### src/rtl/core/rc5_pkg.sv
// Shared types, constants and helper functions of the RC5 block cipher.
// Used by the interfaces, the controller, the datapath and the top level.
package rc5_pkg;

  // Cipher geometry.
  localparam int unsigned ROUNDS   = 12;
  localparam int unsigned WordW    = 32;
  localparam int unsigned RotW     = $clog2(WordW);
  localparam int unsigned KeyHalfW = 64;
  localparam int unsigned Rows     = ROUNDS + 1;
  localparam int unsigned TabDepth = 2 * Rows;
  localparam int unsigned RowW     = $clog2(Rows);
  localparam int unsigned TabW     = $clog2(TabDepth);
  localparam int unsigned KeyWords = 4;
  localparam int unsigned KwW      = $clog2(KeyWords);
  localparam int unsigned Passes   = 3;
  localparam int unsigned PassW    = $clog2(Passes);

  typedef logic [WordW-1:0]    word_t;
  typedef logic [KeyHalfW-1:0] key_half_t;
  typedef logic [1:0]          op_t;
  typedef logic [RowW-1:0]     row_t;
  typedef logic [TabW-1:0]     tab_t;
  typedef logic [KwW-1:0]      kw_idx_t;
  typedef logic [PassW-1:0]    pass_t;
  typedef logic [RotW-1:0]     rot_t;
  typedef logic [0:0]          cfg_idx_t;

  // Magic constants of the key schedule.
  localparam word_t MagicP = 32'hb7e15163;
  localparam word_t MagicQ = 32'h9e3779b9;
  localparam rot_t  MixRot = rot_t'(3);

  // Configuration register indexes.
  localparam cfg_idx_t CfgKeyLow  = 1'b0;
  localparam cfg_idx_t CfgKeyHigh = 1'b1;

  // Operation codes carried by an input item.
  typedef enum logic [1:0] {
    OP_EXPAND  = 2'd0,
    OP_ENCRYPT = 2'd1,
    OP_DECRYPT = 2'd2
  } op_e;

  // Controller states.
  typedef enum logic [2:0] {
    ST_IDLE,
    ST_CIPHER,
    ST_MIX_A,
    ST_MIX_B,
    ST_DONE
  } state_e;

  // Datapath operation for the current cycle.
  typedef enum logic [3:0] {
    DP_NOP,
    DP_LOAD,
    DP_CLEAR,
    DP_EXPAND,
    DP_ENC_WHITE,
    DP_ENC_ROUND,
    DP_DEC_ROUND,
    DP_DEC_WHITE,
    DP_MIX_A,
    DP_MIX_B
  } dp_op_e;

  // Command bundle from the controller to the datapath.
  typedef struct packed {
    dp_op_e  op;
    logic    ld_out;
    row_t    rd_row;
    tab_t    tab_idx;
    kw_idx_t kw_idx;
    logic    seed;
  } cmd_t;

  // Seed values of the round-key table: P + i*Q, built at elaboration.
  typedef word_t seed_tab_t [TabDepth];

  function automatic seed_tab_t build_seed_tab();
    seed_tab_t tab;
    tab[0] = MagicP;
    for (int i = 1; i < TabDepth; i++) begin
      tab[i] = tab[i-1] + MagicQ;
    end
    return tab;
  endfunction

  localparam seed_tab_t SeedTab = build_seed_tab();

  // Rotate left by the low bits of the amount.
  function automatic word_t rotl(word_t x, rot_t n);
    logic [2*WordW-1:0] dbl;
    dbl = {x, x} << n;
    return dbl[2*WordW-1:WordW];
  endfunction

  // Rotate right by the low bits of the amount.
  function automatic word_t rotr(word_t x, rot_t n);
    logic [2*WordW-1:0] dbl;
    dbl = {x, x} >> n;
    return dbl[WordW-1:0];
  endfunction

endpackage

### src/rtl/core/rc5_if.sv
// Valid/ready channel interfaces of the RC5 block cipher: input items,
// result items and configuration writes. Depends on rc5_pkg.
interface rc5_in_if;
  import rc5_pkg::*;

  logic  valid;
  logic  ready;
  op_t   operation;
  word_t data_a;
  word_t data_b;

  modport source (output valid, output operation, output data_a, output data_b,
                  input ready);
  modport sink   (input valid, input operation, input data_a, input data_b,
                  output ready);
endinterface

interface rc5_out_if;
  import rc5_pkg::*;

  logic  valid;
  logic  ready;
  word_t result_a;
  word_t result_b;

  modport source (output valid, output result_a, output result_b, input ready);
  modport sink   (input valid, input result_a, input result_b, output ready);
endinterface

interface rc5_cfg_if;
  import rc5_pkg::*;

  logic      valid;
  logic      ready;
  cfg_idx_t  index;
  key_half_t data;

  modport source (output valid, output index, output data, input ready);
  modport sink   (input valid, input index, input data, output ready);
endinterface

### src/rtl/core/rc5_block_cipher.sv
// Top level of the RC5-32/12/16 block cipher.
// Depends on rc5_pkg, the channel interfaces, rc5_ctrl and rc5_dp.
//
// Usage:
//   cfg_i writes the key: index 0 holds key bytes 0..7, index 1 bytes 8..15,
//   byte i at bits 8i+7..8i. It is always ready; write it only while idle.
//   item_in_i takes one item at a time: operation 0 expands the key into the
//   round-key table, 1 encrypts and 2 decrypts the block data_a/data_b.
//   result_o returns one item per input item: the processed block, or zero
//   for expand and for the unused operation code.
// Sequence:
//   Encrypt and decrypt, from accept to the next accept: the accept state
//   fetches the first round keys, the shared round unit does the whitening
//   and 12 rounds, and the done state loads the output register.
//   Expand runs 78 mixing steps on the round-key memory port, each in a
//   mix-A and a mix-B state, plus the accept and output states.
// Reset clears the controller, the key registers and the written flags of the round-key table.
// If the receiver stalls, one finished result waits in the output register
// while the next item is accepted and worked on; that item then waits in
// its final state until the output register is free.
module rc5_block_cipher (
  input  logic      clk_i,
  input  logic      rst_ni,
  rc5_cfg_if.sink   cfg_i,
  rc5_in_if.sink    item_in_i,
  rc5_out_if.source result_o
);
  import rc5_pkg::*;

  cmd_t cmd;
  logic in_ready;
  logic out_valid;

  assign cfg_i.ready     = 1'b1;
  assign item_in_i.ready = in_ready;
  assign result_o.valid  = out_valid;

  // Sequencer.
  rc5_ctrl u_ctrl (
    .clk_i       (clk_i),
    .rst_ni      (rst_ni),
    .in_valid_i  (item_in_i.valid),
    .in_ready_o  (in_ready),
    .op_i        (item_in_i.operation),
    .out_valid_o (out_valid),
    .out_ready_i (result_o.ready),
    .cmd_o       (cmd)
  );

  // Key storage, round unit and result register.
  rc5_dp u_dp (
    .clk_i       (clk_i),
    .rst_ni      (rst_ni),
    .cfg_we_i    (cfg_i.valid && cfg_i.ready),
    .cfg_index_i (cfg_i.index),
    .cfg_data_i  (cfg_i.data),
    .data_a_i    (item_in_i.data_a),
    .data_b_i    (item_in_i.data_b),
    .cmd_i       (cmd),
    .result_a_o  (result_o.result_a),
    .result_b_o  (result_o.result_b)
  );

endmodule

### src/rtl/core/rc5_ctrl.sv
// Controller of the RC5 block cipher: sequences cipher rounds and key
// expansion steps and drives the datapath through rc5_pkg::cmd_t.
module rc5_ctrl (
  input  logic          clk_i,
  input  logic          rst_ni,
  input  logic          in_valid_i,
  output logic          in_ready_o,
  input  rc5_pkg::op_t  op_i,
  output logic          out_valid_o,
  input  logic          out_ready_i,
  output rc5_pkg::cmd_t cmd_o
);
  import rc5_pkg::*;

  localparam row_t  LastRow  = row_t'(ROUNDS);
  localparam tab_t  LastTab  = tab_t'(TabDepth - 1);
  localparam pass_t LastPass = pass_t'(Passes - 1);

  state_e  state_q, state_d;
  row_t    row_q, row_d;
  logic    dec_q, dec_d;
  tab_t    tab_q, tab_d;
  kw_idx_t kw_q, kw_d;
  pass_t   pass_q, pass_d;
  logic    out_vld_q, out_vld_d;

  logic accept;
  logic cipher_last;
  logic exp_last;
  logic out_free;
  tab_t tab_nxt;

  assign in_ready_o  = (state_q == ST_IDLE);
  assign accept      = in_valid_i && in_ready_o;
  assign out_valid_o = out_vld_q;
  assign out_free    = !out_vld_q || out_ready_i;
  assign cipher_last = dec_q ? (row_q == '0) : (row_q == LastRow);
  assign tab_nxt     = (tab_q == LastTab) ? '0 : tab_q + 1'b1;
  assign exp_last    = (pass_q == LastPass) && (tab_q == LastTab);

  // Next-state logic.
  always_comb begin
    state_d = state_q;
    unique case (state_q)
      ST_IDLE: begin
        if (accept) begin
          unique case (op_i) inside
            OP_EXPAND:              state_d = ST_MIX_A;
            OP_ENCRYPT, OP_DECRYPT: state_d = ST_CIPHER;
            default:                state_d = ST_DONE;
          endcase
        end
      end
      ST_CIPHER: begin
        if (cipher_last) state_d = ST_DONE;
      end
      ST_MIX_A: state_d = ST_MIX_B;
      ST_MIX_B: begin
        state_d = exp_last ? ST_DONE : ST_MIX_A;
      end
      ST_DONE: begin
        if (out_free) state_d = ST_IDLE;
      end
      default: state_d = ST_IDLE;
    endcase
  end

  // Command and counter logic.
  always_comb begin
    cmd_o.op      = DP_NOP;
    cmd_o.ld_out  = 1'b0;
    cmd_o.rd_row  = '0;
    cmd_o.tab_idx = tab_q;
    cmd_o.kw_idx  = kw_q;
    cmd_o.seed    = (pass_q == '0);
    row_d         = row_q;
    dec_d         = dec_q;
    tab_d         = tab_q;
    kw_d          = kw_q;
    pass_d        = pass_q;
    out_vld_d     = out_vld_q && !out_ready_i;

    unique case (state_q)
      ST_IDLE: begin
        if (accept) begin
          unique case (op_i)
            OP_EXPAND: begin
              cmd_o.op = DP_EXPAND;
              tab_d    = '0;
              kw_d     = '0;
              pass_d   = '0;
            end
            OP_ENCRYPT: begin
              cmd_o.op     = DP_LOAD;
              cmd_o.rd_row = '0;
              row_d        = '0;
              dec_d        = 1'b0;
            end
            OP_DECRYPT: begin
              cmd_o.op     = DP_LOAD;
              cmd_o.rd_row = LastRow;
              row_d        = LastRow;
              dec_d        = 1'b1;
            end
            default: cmd_o.op = DP_CLEAR;
          endcase
        end
      end
      ST_CIPHER: begin
        // Row zero holds the whitening keys: first for encrypt, last for decrypt.
        if (dec_q) begin
          cmd_o.op = (row_q == '0) ? DP_DEC_WHITE : DP_DEC_ROUND;
        end else begin
          cmd_o.op = (row_q == '0) ? DP_ENC_WHITE : DP_ENC_ROUND;
        end
        // Fetch the keys of the next round while the current round runs.
        if (cipher_last) begin
          cmd_o.rd_row = row_q;
        end else if (dec_q) begin
          cmd_o.rd_row = row_q - 1'b1;
        end else begin
          cmd_o.rd_row = row_q + 1'b1;
        end
        row_d = cmd_o.rd_row;
      end
      ST_MIX_A: cmd_o.op = DP_MIX_A;
      ST_MIX_B: begin
        cmd_o.op     = DP_MIX_B;
        cmd_o.rd_row = tab_nxt[TabW-1:1];
        tab_d        = tab_nxt;
        kw_d         = kw_q + 1'b1;
        if (tab_q == LastTab) pass_d = pass_q + 1'b1;
      end
      ST_DONE: begin
        if (out_free) begin
          cmd_o.ld_out = 1'b1;
          out_vld_d    = 1'b1;
        end
      end
      default: cmd_o.op = DP_NOP;
    endcase
  end

  // Control registers.
  always_ff @(posedge clk_i or negedge rst_ni) begin
    if (!rst_ni) begin
      state_q   <= ST_IDLE;
      row_q     <= '0;
      dec_q     <= 1'b0;
      tab_q     <= '0;
      kw_q      <= '0;
      pass_q    <= '0;
      out_vld_q <= 1'b0;
    end else begin
      state_q   <= state_d;
      row_q     <= row_d;
      dec_q     <= dec_d;
      tab_q     <= tab_d;
      kw_q      <= kw_d;
      pass_q    <= pass_d;
      out_vld_q <= out_vld_d;
    end
  end

endmodule

### src/rtl/core/rc5_dp.sv
// Datapath of the RC5 block cipher: key registers, round-key memory banks,
// key-schedule state, the shared round unit and the result register.
// Depends on rc5_pkg; driven by rc5_ctrl through rc5_pkg::cmd_t.
module rc5_dp (
  input  logic               clk_i,
  input  logic               rst_ni,
  input  logic               cfg_we_i,
  input  rc5_pkg::cfg_idx_t  cfg_index_i,
  input  rc5_pkg::key_half_t cfg_data_i,
  input  rc5_pkg::word_t     data_a_i,
  input  rc5_pkg::word_t     data_b_i,
  input  rc5_pkg::cmd_t      cmd_i,
  output rc5_pkg::word_t     result_a_o,
  output rc5_pkg::word_t     result_b_o
);
  import rc5_pkg::*;

  // Configuration and key-schedule state.
  key_half_t key_lo_q, key_hi_q;
  word_t     kw_q [KeyWords];
  word_t     mix_a_q, mix_b_q;

  // Round-key banks: even entries in one, odd entries in the other, one row per round plus the whitening row.
  word_t           mem_e [Rows];
  word_t           mem_o [Rows];
  logic [Rows-1:0] vld_e_q, vld_o_q;
  word_t           rd_e_q, rd_o_q;
  logic            rd_ve_q, rd_vo_q;

  // Block registers and result register.
  word_t a_q, a_d, b_q, b_d;
  word_t res_a_q, res_b_q;

  word_t e_w, o_w;
  word_t enc_a, enc_b, dec_a, dec_b;
  word_t mix_sum, s_w, mix_a_new, mix_b_new;
  logic  tab_wr;
  row_t  wr_row;

  // Entries never written since reset read as zero.
  assign e_w = rd_ve_q ? rd_e_q : '0;
  assign o_w = rd_vo_q ? rd_o_q : '0;

  // One full encrypt or decrypt round.
  assign enc_a = rotl(a_q ^ b_q, rot_t'(b_q[RotW-1:0])) + e_w;
  assign enc_b = rotl(b_q ^ enc_a, rot_t'(enc_a[RotW-1:0])) + o_w;
  assign dec_b = rotr(b_q - o_w, rot_t'(a_q[RotW-1:0])) ^ a_q;
  assign dec_a = rotr(a_q - e_w, rot_t'(dec_b[RotW-1:0])) ^ dec_b;

  // Key-schedule mixing step, split over the mix-A and mix-B states.
  assign mix_sum   = mix_a_q + mix_b_q;
  assign s_w       = cmd_i.seed ? SeedTab[cmd_i.tab_idx] :
                     (cmd_i.tab_idx[0] ? o_w : e_w);
  assign mix_a_new = rotl(s_w + mix_sum, MixRot);
  assign mix_b_new = rotl(kw_q[cmd_i.kw_idx] + mix_sum, rot_t'(mix_sum[RotW-1:0]));

  assign tab_wr = (cmd_i.op == DP_MIX_A);
  assign wr_row = cmd_i.tab_idx[TabW-1:1];

  // Key registers, written through the configuration channel.
  always_ff @(posedge clk_i or negedge rst_ni) begin
    if (!rst_ni) begin
      key_lo_q <= '0;
      key_hi_q <= '0;
    end else if (cfg_we_i) begin
      unique case (cfg_index_i)
        CfgKeyLow:  key_lo_q <= cfg_data_i;
        CfgKeyHigh: key_hi_q <= cfg_data_i;
        default:    key_lo_q <= key_lo_q;
      endcase
    end
  end

  // Key words and mixing registers of the key schedule.
  always_ff @(posedge clk_i or negedge rst_ni) begin
    if (!rst_ni) begin
      for (int i = 0; i < KeyWords; i++) kw_q[i] <= '0;
      mix_a_q <= '0;
      mix_b_q <= '0;
    end else begin
      case (cmd_i.op)
        DP_EXPAND: begin
          kw_q[0] <= key_lo_q[WordW-1:0];
          kw_q[1] <= key_lo_q[KeyHalfW-1:WordW];
          kw_q[2] <= key_hi_q[WordW-1:0];
          kw_q[3] <= key_hi_q[KeyHalfW-1:WordW];
          mix_a_q <= '0;
          mix_b_q <= '0;
        end
        DP_MIX_A: mix_a_q <= mix_a_new;
        DP_MIX_B: begin
          mix_b_q             <= mix_b_new;
          kw_q[cmd_i.kw_idx] <= mix_b_new;
        end
        default: mix_a_q <= mix_a_q;
      endcase
    end
  end

  // Round-key banks: one write and one registered read per bank and cycle.
  always_ff @(posedge clk_i) begin
    if (tab_wr && !cmd_i.tab_idx[0]) mem_e[wr_row] <= mix_a_new;
    if (tab_wr && cmd_i.tab_idx[0])  mem_o[wr_row] <= mix_a_new;
    rd_e_q <= mem_e[cmd_i.rd_row];
    rd_o_q <= mem_o[cmd_i.rd_row];
  end

  // Written flags of the banks, cleared at reset.
  always_ff @(posedge clk_i or negedge rst_ni) begin
    if (!rst_ni) begin
      vld_e_q <= '0;
      vld_o_q <= '0;
      rd_ve_q <= 1'b0;
      rd_vo_q <= 1'b0;
    end else begin
      if (tab_wr && !cmd_i.tab_idx[0]) vld_e_q[wr_row] <= 1'b1;
      if (tab_wr && cmd_i.tab_idx[0])  vld_o_q[wr_row] <= 1'b1;
      rd_ve_q <= vld_e_q[cmd_i.rd_row];
      rd_vo_q <= vld_o_q[cmd_i.rd_row];
    end
  end

  // Block word update for the current operation.
  always_comb begin
    a_d = a_q;
    b_d = b_q;
    case (cmd_i.op) inside
      DP_LOAD: begin
        a_d = data_a_i;
        b_d = data_b_i;
      end
      DP_CLEAR, DP_EXPAND: begin
        a_d = '0;
        b_d = '0;
      end
      DP_ENC_WHITE: begin
        a_d = a_q + e_w;
        b_d = b_q + o_w;
      end
      DP_ENC_ROUND: begin
        a_d = enc_a;
        b_d = enc_b;
      end
      DP_DEC_ROUND: begin
        a_d = dec_a;
        b_d = dec_b;
      end
      DP_DEC_WHITE: begin
        a_d = a_q - e_w;
        b_d = b_q - o_w;
      end
      default: begin
        a_d = a_q;
        b_d = b_q;
      end
    endcase
  end

  // Block registers and the result register.
  always_ff @(posedge clk_i) begin
    a_q <= a_d;
    b_q <= b_d;
    if (cmd_i.ld_out) begin
      res_a_q <= a_q;
      res_b_q <= b_q;
    end
  end

  assign result_a_o = res_a_q;
  assign result_b_o = res_b_q;

endmodule

### src/flat_wrapper.sv
// flat-port wrapper written by rule: the top's interface ports become plain ports
module rc5_block_cipher_flat import rc5_pkg::*;
  (clk_i, rst_ni, cfg_i_valid, cfg_i_index, cfg_i_data, cfg_i_ready, item_in_i_valid, item_in_i_operation, item_in_i_data_a, item_in_i_data_b, item_in_i_ready, result_o_valid, result_o_result_a, result_o_result_b, result_o_ready);
  rc5_cfg_if cfg_i_i ();
  rc5_in_if item_in_i_i ();
  rc5_out_if result_o_i ();
  input  logic clk_i;
  input  logic rst_ni;
  input wire logic [$bits(cfg_i_i.valid)-1:0] cfg_i_valid;
  input wire logic [$bits(cfg_i_i.index)-1:0] cfg_i_index;
  input wire logic [$bits(cfg_i_i.data)-1:0] cfg_i_data;
  output wire logic [$bits(cfg_i_i.ready)-1:0] cfg_i_ready;
  input wire logic [$bits(item_in_i_i.valid)-1:0] item_in_i_valid;
  input wire logic [$bits(item_in_i_i.operation)-1:0] item_in_i_operation;
  input wire logic [$bits(item_in_i_i.data_a)-1:0] item_in_i_data_a;
  input wire logic [$bits(item_in_i_i.data_b)-1:0] item_in_i_data_b;
  output wire logic [$bits(item_in_i_i.ready)-1:0] item_in_i_ready;
  output wire logic [$bits(result_o_i.valid)-1:0] result_o_valid;
  output wire logic [$bits(result_o_i.result_a)-1:0] result_o_result_a;
  output wire logic [$bits(result_o_i.result_b)-1:0] result_o_result_b;
  input wire logic [$bits(result_o_i.ready)-1:0] result_o_ready;
  assign cfg_i_i.valid = cfg_i_valid;
  assign cfg_i_i.index = cfg_i_index;
  assign cfg_i_i.data = cfg_i_data;
  assign cfg_i_ready = cfg_i_i.ready;
  assign item_in_i_i.valid = item_in_i_valid;
  assign item_in_i_i.operation = item_in_i_operation;
  assign item_in_i_i.data_a = item_in_i_data_a;
  assign item_in_i_i.data_b = item_in_i_data_b;
  assign item_in_i_ready = item_in_i_i.ready;
  assign result_o_valid = result_o_i.valid;
  assign result_o_result_a = result_o_i.result_a;
  assign result_o_result_b = result_o_i.result_b;
  assign result_o_i.ready = result_o_ready;
  rc5_block_cipher u_core (.clk_i(clk_i), .rst_ni(rst_ni), .cfg_i(cfg_i_i), .item_in_i(item_in_i_i), .result_o(result_o_i));
endmodule
### config.mk
export PLATFORM = sky130hd
export DESIGN_NAME = rc5_block_cipher_flat
export DESIGN_NICKNAME = d
export VERILOG_FILES = /design/src/rtl/core/rc5_pkg.sv /design/src/rtl/core/rc5_if.sv /design/src/rtl/core/rc5_block_cipher.sv /design/src/rtl/core/rc5_ctrl.sv /design/src/rtl/core/rc5_dp.sv /design/src/flat_wrapper.sv
export SDC_FILE = /design/constraint.sdc
export NUM_CORES = 2
export LEC_CHECK = 0
export ABC_AREA = 1
export BUFFER_PORTS_ARGS = -buffer_cell sky130_fd_sc_hd__buf_2
export CORE_UTILIZATION = 40
export DETAILED_ROUTE_END_ITERATION = 10
export GPL_TIMING_DRIVEN = 0
export PLACE_DENSITY = 0.52
export SLEW_MARGIN = 30
export SYNTH_ARGS = -nofsm -noshare
export SYNTH_HDL_FRONTEND = slang
export SYNTH_HIERARCHICAL = 1
export SYNTH_SLANG_ARGS = --single-unit
### constraint.sdc
create_clock -name clk_i -period 24.6 [get_ports clk_i]
set_input_delay 1.23 -clock clk_i [delete_from_list [all_inputs] [get_ports clk_i]]
set_output_delay 1.23 -clock clk_i [all_outputs]
set_load 0.02 [all_outputs]
==> results.py <==
metrics = {
    "critical_path": {
        "critPathLaunchType": "flip-flop",
        "critPathRequiredTime_ns": 25.16,
        "worstPathArrival_ns": 11.95,
        "critPathMaxFanout": 10,
        "crit_path_top_delay_cell": "edfxtp_1",
        "path_common_cell": "nand2_1",
        "crit_path_end_kind": "flip-flop",
        "critical-path-max-stage-delay_ns": 0.58,
        "path_class": "reg -> reg",
    },
    "logic_synthesis": {
        "synthesis.area_um2": 84390,
        "synthAdderAreaFrac": 0.04893,
        "synth_nets": 11010,
        "synthMostInstantiatedCell": "nand2_1",
        "synth_top_cell_area_share": 0.3416,
        "postSynthAreaPerCell_um2": 7.996,
        "ys_warn_count": 6,
        "synth-compound-area-share": 0.1477,
        "synth_top_family_by_area": "simple AND/OR/NAND/NOR gates",
        "ys_seq_area_frac": 0.4653,
        "synth_seq_cells": 1390,
        "ys_types": 70,
        "synthArstFlopShare": 0.2633,
        "synthTopCellsByCount": "2462 x nand2_1, 1322 x nand3_1, 1199 x o21ai_0, 960 x edfxtp_1, 931 x inv_1",
        "synth_top_cell_by_area": "edfxtp_1",
        "synth-xor-area-share": 0.02369,
        "syn_inst": 10550,
        "synthTopCellsByArea": "edfxtp_1 34%, nand2_1 11%, dfrtp_1 11%",
        "synthSimpleGateAreaFrac": 0.2397,
        "synth_edf_count": 960,
        "synth.mux.area_fraction": 0.004863,
        "synthFlopType": "edfxtp_1",
    },
    "clocking": {
        "cts_max_level": 4,
        "post-cts-setup-buffers": 0,
        "cts_resized": 0,
        "cts_max_path_buffers": 3,
        "root_buffer": "clkbuf_16",
        "clkTransAtPathRegs_ns": 0.07,
        "numCtsBuffers": 156,
        "cts_tree": "built",
        "cts_sinks": 1390,
        "hold_buffers": 0,
        "clk_latency_ns": 0.86,
    },
    "final_layout": {
        "drive_gt1_frac": 0.07263,
        "areaGrowthSynthToFinish_pct": 15.09,
        "fin_nets": 11480,
    },
    "global_routing": {
        "busiest_layer": "met2",
        "gr-total-overflow": 0,
        "grt_pass1_vias": 75460,
        "grtUsageMet1": 0.5112,
        "use_met2": 0.5587,
        "grt_use_total": 0.3754,
        "grt_max_degree": 81,
        "antenna_found_initial": 30,
        "grt_pass1_wl_mm": 564.6,
        "gr-usage-met3": 0.07455,
    },
    "sta": {
        "timing.final.crit_period_ns": 11.39,
        "fin_skew_ns": 0.06816,
        "worstMarginPinSlew_ns": 1.203,
        "fmax_mhz": 87.82,
        "period_share": 0.4629,
        "maxSlewViolCount": 0,
        "finalHoldViolations": 0,
        "slew-limit-headroom": 0.1977,
        "rsz0062_at_grt": "false",
        "setup_viol": 0,
        "finalSetupTns_ns": 0,
    },
    "run_status": {
        "status": "finished, final reports clean",
    },
    "job": {
        "drv_cap": 0,
    },
    "die": {
        "die_w_um": 461.3,
        "dieArea_um2": 212800,
        "initial_core_util": 0.4027,
        "row_count": 168,
        "pin_count": 203,
        "die_h_um": 461.3,
        "coreArea_um2": 209600,
    },
    "place": {
        "place.gp.congestion": 1.060,
        "dp_hpwl_mm": 327.9,
        "place.port_buffers": 201,
    },
    "drt": {
        "wl_mm": 408.1,
        "via_per_inst": 5.858,
        "drt-initial-drc-count": 10070,
        "num_vias": 81840,
        "dr.pass1.iters": 7,
        "avgRoutedWirePerCell_um": 29.21,
        "drcViolationCount": 0,
        "ant_nets": 0,
    },
    "min_path": {
        "hp-class": "in -> async",
    },
}
layout make-up:
class                   count  area [um2]
diodes                     13       32.53
plain buffers             568        2301
clock buffers             204        4267
clock inverters            88        1081
fillers                 20880      112500
inverters                 957        3600
multi-input cells        7638       39910
flip-flops and latches   1390       39270
well taps                2805        3510
repair buffers            308        3149
state kept, by name, summed over array words and instances, names as in the netlist, 2 cells and up:
| register | flops |
|---|---|
| u_core/u_dp/rd_e_q | 32 |
| u_core/u_ctrl/pass_q | 2 |
| u_core/u_dp/mix_a_q | 32 |
| u_core/u_dp/mix_b_q | 32 |
| u_core/u_dp/key_lo_q | 64 |
| u_core/u_dp/b_q | 32 |
| u_core/u_ctrl/tab_q | 5 |
| u_core/u_dp/mem_o | 416 |
| u_core/u_dp/result_a_o | 32 |
| u_core/u_ctrl/kw_q | 2 |
| u_core/u_dp/mem_e | 416 |
| u_core/u_ctrl/state_q | 3 |
| u_core/u_dp/kw_q | 128 |
| u_core/u_dp/vld_e_q | 13 |
| u_core/u_ctrl/row_q | 4 |
| u_core/u_dp/key_hi_q | 64 |
| u_core/u_dp/vld_o_q | 13 |
| u_core/u_dp/result_b_o | 32 |
| u_core/u_dp/rd_o_q | 32 |
| u_core/u_dp/a_q | 32 |
stage by stage:
step / setup WS (ns) / instances / hold WS [ns] / util / instance area, um2
5_1_grt: 12.53 / 13960 / 0.1585 / 0.4633 / 97090
4_1_cts: 13.49 / 13960 / 0.1371 / 0.4632 / 97070
3_3_place_gp: 13.56 / 13560 / 0.4396 / 0.4242 / 88900
6_report: 13.21 / 13970 / 0.1885 / 0.4634 / 97120
2_1_floorplan: 16.61 / 10550 / 0.4274 / - / 84390
3_5_place_dp: 13.55 / 13670 / 0.4452 / 0.4377 / 91720
critical path, delay by kind of cell, from the launching register on:
| kind | cells | cell delay [ns] |
|---|---|---|
| AO/OA/AOI/OAI | 21 | 4.54 |
| XOR/XNOR | 1 | 0.41 |
| adder cells (fa/ha/maj) | 3 | 1.09 |
| buffers and inverters | 7 | 1.74 |
| flip-flops | 1 | 0.58 |
| AND/OR/NAND/NOR | 23 | 2.71 |
cell families (layout without fill, tap and decap cells):
logic type | after synthesis | count (layout)
xor gates and xnor gates | 225 | 225
and+or+nand+nor | 4810 | 4810
adders and majority gates | 324 | 324
other | 1 | 14
AOI/OAI and AO/OA | 2237 | 2237
buffers and inverters | 1525 | 2125
muxes | 41 | 41
DFF | 1390 | 1390
cell usage in the layout, fill, tap and decap left out, drive strengths merged, types with 34 or more instances in the layout:
| cell | count |
|---|---|
| buf | 420 |
| dfxtp | 64 |
| o21ai | 1237 |
| nand4 | 34 |
| xor2 | 152 |
| dfrtp | 366 |
| or2 | 86 |
| clkbuf | 660 |
| clkinv | 79 |
| xnor2 | 72 |
| inv | 951 |
| nand2 | 2474 |
| nor2 | 835 |
| mux2i | 41 |
| o221ai | 69 |
| nand3 | 1329 |
| o22ai | 226 |
| edfxtp | 960 |
| a21oi | 452 |
| o211ai | 73 |
| ha | 314 |
path summary, 6_finish.rpt:
kind	start	to	cells past startpoint	slack, ns
min	rst_ni	u_core/u_ctrl/dec_q$_DFFE_PN0P_	1	0.19
min in group clk_i	u_core/u_dp/vld_e_q[11]$_DFFE_PN0P_	u_core/u_dp/vld_e_q[11]$_DFFE_PN0P_	1	0.46
min reg2reg	u_core/u_dp/vld_e_q[11]$_DFFE_PN0P_	u_core/u_dp/vld_e_q[11]$_DFFE_PN0P_	1	0.46
max in group asynchronous	rst_ni	u_core/u_dp/kw_q[91]$_DFFE_PN0P_	5	22.63
max reg2reg	u_core/u_dp/b_q[1]$_DFFE_PP_	u_core/u_dp/b_q[23]$_DFFE_PP_	55	13.21
max	u_core/u_dp/b_q[1]$_DFFE_PP_	u_core/u_dp/b_q[23]$_DFFE_PP_	55	13.21
metal layers:
metal,wire length [um],vias to the layer above
li1,-,37010
met1,171500,39990
met2,174500,4066
met3,36710,767
met4,25380,6
met5,42,-
Power is left out: the tool's default activity adds up to more than one toggle a clock period on the data nets, which glitch-free logic cannot reach.
